<file path="src/rtl/core/edf_pkg.sv">
package edf_pkg;

  localparam int PIX_W          = 8;
  localparam int LINE_W         = 3 * PIX_W;
  localparam int CFG_W_W        = 12;
  localparam int CFG_H_W        = 13;
  localparam int CFG_DATA_W     = 13;
  localparam int CFG_IDX_W      = 2;
  localparam int MAX_WIDTH_DEF  = 2048;
  localparam int MAX_HEIGHT_DEF = 4096;
  localparam int POW_STEPS      = 6;
  localparam int POW_CNT_W      = $clog2(POW_STEPS);
  localparam int DIV3_MUL       = 43691;

  localparam logic [CFG_IDX_W-1:0] REG_IMAGE_WIDTH  = 2'd0;
  localparam logic [CFG_IDX_W-1:0] REG_IMAGE_HEIGHT = 2'd1;

  typedef enum logic [2:0] {
    ST_IDLE,
    ST_RD0,
    ST_RD1,
    ST_SUM,
    ST_DIV3,
    ST_DIVN,
    ST_POW,
    ST_FIN
  } edf_state_t;

  typedef struct packed {
    logic accept;
    logic rd0;
    logic rd1;
    logic sum;
    logic div3;
    logic divn;
    logic pow;
    logic commit;
  } edf_cmd_t;

  typedef struct packed {
    logic emit_req;
    logic drop_req;
    logic commit_ok;
  } edf_status_t;

  // Sum of absolute channel differences between two packed pixels.
  function automatic logic [9:0] diff3(logic [LINE_W-1:0] a, logic [LINE_W-1:0] b);
    logic [PIX_W-1:0] x;
    logic [PIX_W-1:0] y;
    logic [9:0]       s;
    s = '0;
    for (int k = 0; k < 3; k++) begin
      x = a[PIX_W*k +: PIX_W];
      y = b[PIX_W*k +: PIX_W];
      s = s + 10'((x > y) ? (x - y) : (y - x));
    end
    return s;
  endfunction

  // Exact floor(x / 3) for 12-bit x by reciprocal multiplication.
  function automatic logic [11:0] div3(logic [11:0] x);
    logic [28:0] p;
    p = 29'(x) * 29'(DIV3_MUL);
    return p[28:17];
  endfunction

  // Exact floor(x / 255) for x up to 255 * 255.
  function automatic logic [PIX_W-1:0] div255(logic [15:0] x);
    logic [16:0] s;
    s = 17'(x) + 17'(x[15:8]) + 17'd1;
    return s[15:8];
  endfunction

endpackage

</file>
<file path="src/rtl/core/edf_ctrl.sv">
module edf_ctrl
  import edf_pkg::*;
(
  input  logic        clk,
  input  logic        rst_n,
  input  logic        in_valid,
  output logic        in_ready,
  input  edf_status_t st,
  output edf_cmd_t    cmd
);

  edf_state_t           state_r;
  edf_state_t           state_nxt;
  logic [POW_CNT_W-1:0] cnt_r;
  logic [POW_CNT_W-1:0] cnt_nxt;

  always_ff @(posedge clk) begin
    if (!rst_n) begin
      state_r <= ST_IDLE;
      cnt_r   <= '0;
    end else begin
      state_r <= state_nxt;
      cnt_r   <= cnt_nxt;
    end
  end

  always_comb begin
    state_nxt = state_r;
    cnt_nxt   = cnt_r;
    cmd       = '0;
    in_ready  = 1'b0;
    case (state_r)
      ST_IDLE: begin
        in_ready = 1'b1;
        if (in_valid) begin
          cmd.accept = 1'b1;
          // Ignored items end here; first-row pixels only need storing.
          if (st.drop_req) begin
            state_nxt = ST_IDLE;
          end else if (st.emit_req) begin
            state_nxt = ST_RD0;
          end else begin
            state_nxt = ST_FIN;
          end
        end
      end
      ST_RD0: begin
        cmd.rd0   = 1'b1;
        state_nxt = ST_RD1;
      end
      ST_RD1: begin
        cmd.rd1   = 1'b1;
        state_nxt = ST_SUM;
      end
      ST_SUM: begin
        cmd.sum   = 1'b1;
        state_nxt = ST_DIV3;
      end
      ST_DIV3: begin
        cmd.div3  = 1'b1;
        state_nxt = ST_DIVN;
      end
      ST_DIVN: begin
        cmd.divn  = 1'b1;
        cnt_nxt   = '0;
        state_nxt = ST_POW;
      end
      ST_POW: begin
        cmd.pow = 1'b1;
        if (cnt_r == POW_CNT_W'(POW_STEPS - 1)) begin
          state_nxt = ST_FIN;
        end else begin
          cnt_nxt = cnt_r + POW_CNT_W'(1);
        end
      end
      ST_FIN: begin
        if (st.commit_ok) begin
          cmd.commit = 1'b1;
          state_nxt  = ST_IDLE;
        end
      end
      default: begin
        state_nxt = ST_IDLE;
      end
    endcase
  end

endmodule

</file>
<file path="config.mk">
export PLATFORM = sky130hd
export DESIGN_NAME = edf_ctrl
export DESIGN_NICKNAME = d
export VERILOG_FILES = /design/src/rtl/core/edf_pkg.sv /design/src/rtl/core/edf_ctrl.sv
export SDC_FILE = /design/constraint.sdc
export NUM_CORES = 1
export LEC_CHECK = 0
export BUFFER_PORTS_ARGS = -buffer_cell sky130_fd_sc_hd__buf_2
export CAP_MARGIN = 20
export CORE_AREA = 3 3 40 42
export DETAILED_ROUTE_END_ITERATION = 8
export DIE_AREA = 0 0 43 45
export PLACE_DENSITY_LB_ADDON = 0.15
export SETUP_SLACK_MARGIN = 0.2
export SLEW_MARGIN = 10
export SYNTH_ARGS = -nofsm -noshare
export SYNTH_HDL_FRONTEND = slang
export SYNTH_SLANG_ARGS = --single-unit
</file>
<file path="constraint.sdc">
create_clock -name clk -period 1.8 [get_ports clk]
set_input_delay 0.36 -clock clk [delete_from_list [all_inputs] [get_ports clk]]
set_output_delay 0.36 -clock clk [all_outputs]
set_load 0.02 [all_outputs]
</file>
# [Word-level counts from Yosys, hierarchy flattened]
# Cells that the tools add are included.
[word_totals] ff_bits=6 latch_bits=0 mem_bits_rw=0 mem_bits_ro=0 inputBits=6 out_inout_bits=9 word_cells=38 n_memories=0
[op_classes] n_addsub=1 multipliers=0 div_mod_pow=0 magnitude_cmp=0 eq_ne=12 shift=0 n_mux=19 bitwise=0 reduce_logical=4
[op_table] op="3-bit one-hot mux with 8 select lines" n=1
[op_table] op="3-bit 2-to-1 mux" n=6
[op_table] op="3-bit equality test (second input constant)" n=5
[op_table] op="1-bit 2-to-1 mux" n=11
[op_table] op="2-bit != test (second input constant)" n=4
[op_table] op="3-bit by 2-bit equality test with 1-bit output (second input constant)" n=2
[op_table] op="3-bit one-hot mux with 2 select lines" n=1
[op_table] op="3-bit by 1-bit adder with 3-bit output (second input constant)" n=1
[op_table] op="3-bit by 1-bit equality test with 1-bit output (second input constant)" n=1
[op_table] op="3-bit logical NOT" n=1
[op_table] op="3-bit AND reduction" n=1
[op_table] op="2-bit AND reduction" n=1
[op_table] op="2-bit nonzero test" n=1

# [Logic depth before layout (Yosys ltp)]
[depth] ltp_word=4 mapped_depth=5 ltp_nobuf=5

# [Least setup slack after synthesis]
# No wires, ideal clock.
[synth_timing] path_type="reg-to-output" from="register state_r[1]" to="output port cmd[7] (netlist bit)" arrival_ps=1163 required_ps=1440 setup_slack_ps=277 stages_incl_launch_ff=4 n_path_buf=1 cell_sequence="dfxtp_1 buf_2 nor3_2 and2_1"
[synth_rtl] element="start: declaration" line="edf_ctrl.sv:12" source="edf_state_t state_r;"
[synth_rtl] element="start signal: assignment" line="edf_ctrl.sv:22" source="state_r <= state_nxt;"
[synth_rtl] element="end: declaration" line="edf_ctrl.sv:9" source="output edf_cmd_t cmd"

==> out/qor.txt <==
FF-to-FF setup slack = 0.41 ns
Met3 global-route usage = 6.37%
CTS Buf Count = 3
Vias per std cell = 5.33
Site Rows = 13
Cts hold-fix bufs = 0
Int Pwr = 332 uW
Netlist cell types = 32
Clock Tree Buf Depth = 2
Hold Path Class = input port to register
Kind of critical path = register to output pin
TritonCTS clock tree = yes
DR vias = 490
Share of flip-flops with an asynchronous set or reset = 0%
Avg Synthesized Cell Area = 7.81 sq um
Initial DRC Count = 17
Largest net degree at the start of global routing = 14
Utilization after layout = 46.1%
Vias in the first global route = 405
CP Cell Sequence = and2b_2, and2_1, buf_2
Net Switching = 226 uW
Final ANT Viol Nets = 0
Synthesis Warnings = 0
Leakage = 0.000276 uW
Nets@finish = 87
Share of layout cells above drive strength 1 = 36.4%
Relative slew slack = 80.0%
# IOs = 15
Clk Latency, worst-skew pair = 0.25 ns
Commonest non-fill, non-tap cell in the layout = buf_2
Clock Sinks = 6
Status = finished, final reports clean
Layout area overhead = 24.1%
Final hold viol count = 0
CP max stage delay = 0.38 ns
Register area = 129 sq um
Logic pwr share = 42.2%
Switch share = 40.5%
Fmax = 0.649 GHz
Top delay family on crit path = simple AND/OR/NAND/NOR gates
Root Buffer Master = clkbuf_4
Fillers = 145
Critical-path maximum fanout = 7
Worst path arrival time = 1.18 ns
Footprint of the multi-input gates = 322 sq um
Drt wl/cell = 12.3 um
CP max-delay cell = dfxtp_4
Grt peak-use layer = met2
Die X = 43 um
Initial antenna violation count = 0
Setup Buffers After CTS = 0
Power per cell area = 942 mW/mm^2
Clk pwr share = 24.0%
CP endpoint kind = output pin
Core region area = 0.00128 sq mm
CP Buf/Inv Count = 1
Syn Nets = 69
Post-route minimum period = 1.54 ns
RSZ-0062 raised after global routing = true
Max Cap Viol = 0
Post-synthesis sequential area ratio = 25.2%
Worst Max-Slew Pin Slew = 0.295 ns
Mapped Cells = 61
EDFF count, synth = 0
Part of the cycle the worst path needs = 85.6%
Worst-path clk slew = 0.05 ns
Worst Path Required = 1.44 ns
RePlAce Congestion = 0.694
Netlist Area Pre-Place = 477 sq um
Die ar. = 0.00194 sq mm
# diodes = 0
Seq pwr share = 33.8%
Met2 usage = 17.4%
Gr ovfl total = 0
Final Skew = 0.00292 ns
# port buffers = 14
Slew Limit Fails = 0
Initial core utilization = 37.1%
CP Launch Type = register
Final setup viols = 0
DRC viols = 0
WL final = 1140 um
Most frequent cells in the layout = 14 x buf_2, 7 x nor2_1, 6 x nand2_1
H-tree depth = 1
Met1 usage = 17.3%
Total GRT Usage = 12.6%
Max IR drop VDD = 0.000544 V
Chip height = 45 um
Fin Setup TNS = 0 ns
Register bit count reported by yosys = 6
Global-route wire length before repair = 1810 um
HPWL after DPL = 826 um
1st-pass router iterations = 4
Synth Flop Type = dfxtp_1
## cells in the mapped netlist (2+ instances only)
master,number,area [sq um]
a21o_1,2,15.0
a21oi_1,4,20.0
and2_1,2,12.5
buf_2,2,10.0
dfxtp_1,6,120
ha_1,2,25.0
inv_1,2,7.51
nand2_1,6,22.5
nand3_1,2,10.0
nor2_1,7,26.3
nor2b_1,2,12.5
nor3b_1,2,15.0
nor4b_1,3,26.3
## cell families after synthesis
group	share of synthesized area, %
adders and majority gates	5.25
AOI/OAI and AO/OA	27.0
and+or+nand+nor	34.9
buffers and inverters	7.61
DFF	25.2
## flip-flops by register name (all words and copies together) (netlist names)
| register | cells |
|---|---|
| state_r | 3 |
| cnt_r | 3 |
## worst paths after layout
path                              endpoint  cells past startpoint        from
worst max-delay path                cmd[2]                      3  state_r[1]
worst min-delay path            state_r[0]                      3       st[1]
worst max register to register    cnt_r[0]                      5    cnt_r[1]
worst min register to register  state_r[2]                      2  state_r[0]
## metrics by stage
| stage | power, uW | cells | setup slack [ns] | area [sq um] | hold WS, ns |
|---|---|---|---|---|---|
| after detailed placement | 419 | 89 | 0.393 | 559 | 0.607 |
| final | 558 | 92 | 0.258 | 592 | 0.403 |
| after global placement | 419 | 89 | 0.418 | 559 | 0.606 |
| after floorplan | 356 | 61 | 0.277 | 477 | 0.470 |
| after global routing | 598 | 92 | 0.185 | 592 | 0.403 |
| after CTS | 562 | 92 | 0.246 | 586 | 0.395 |
## layout make-up
| cell class | instances | area share (%) |
|---|---|---|
| Sequential cell | 6 | 21.8 |
| Clock buffer | 3 | 3.81 |
| Tap cell | 15 | 3.17 |
| Inverter | 2 | 1.27 |
| Timing Repair Buffer | 17 | 15.6 |
| Multi-Input combinational cell | 49 | 54.3 |
## tightest hold or removal path, delay by kind of cell
kind	cells	cell delay (ns)
buffers and inverters	1	0.10
AOI/OAI and AO/OA	1	0.11
and+or+nand+nor	1	0.05
## metal layers
layer,part of all wire [%],vias up
li1,-,256
met1,47,213
met2,44,19
met3,8.2,2
met4,0.35,0
met5,0,-
## power groups by stage
stage                     logic, uW  clock network [uW]  registers, uW
after detailed placement        234                   0            186
after CTS                       235                 141            186
after global routing            258                 148            193
final                           236                 134            188
after floorplan                 192                   0            164
after global placement          235                   0            184
## repair_timing
item | 4_1_cts | 5_1_grt
gates resized for setup | 3 | 3
pin swaps | 0 | 0
setup endpoints to repair | 8 | 6
No activity file was read; power rests on OpenSTA's default activity.
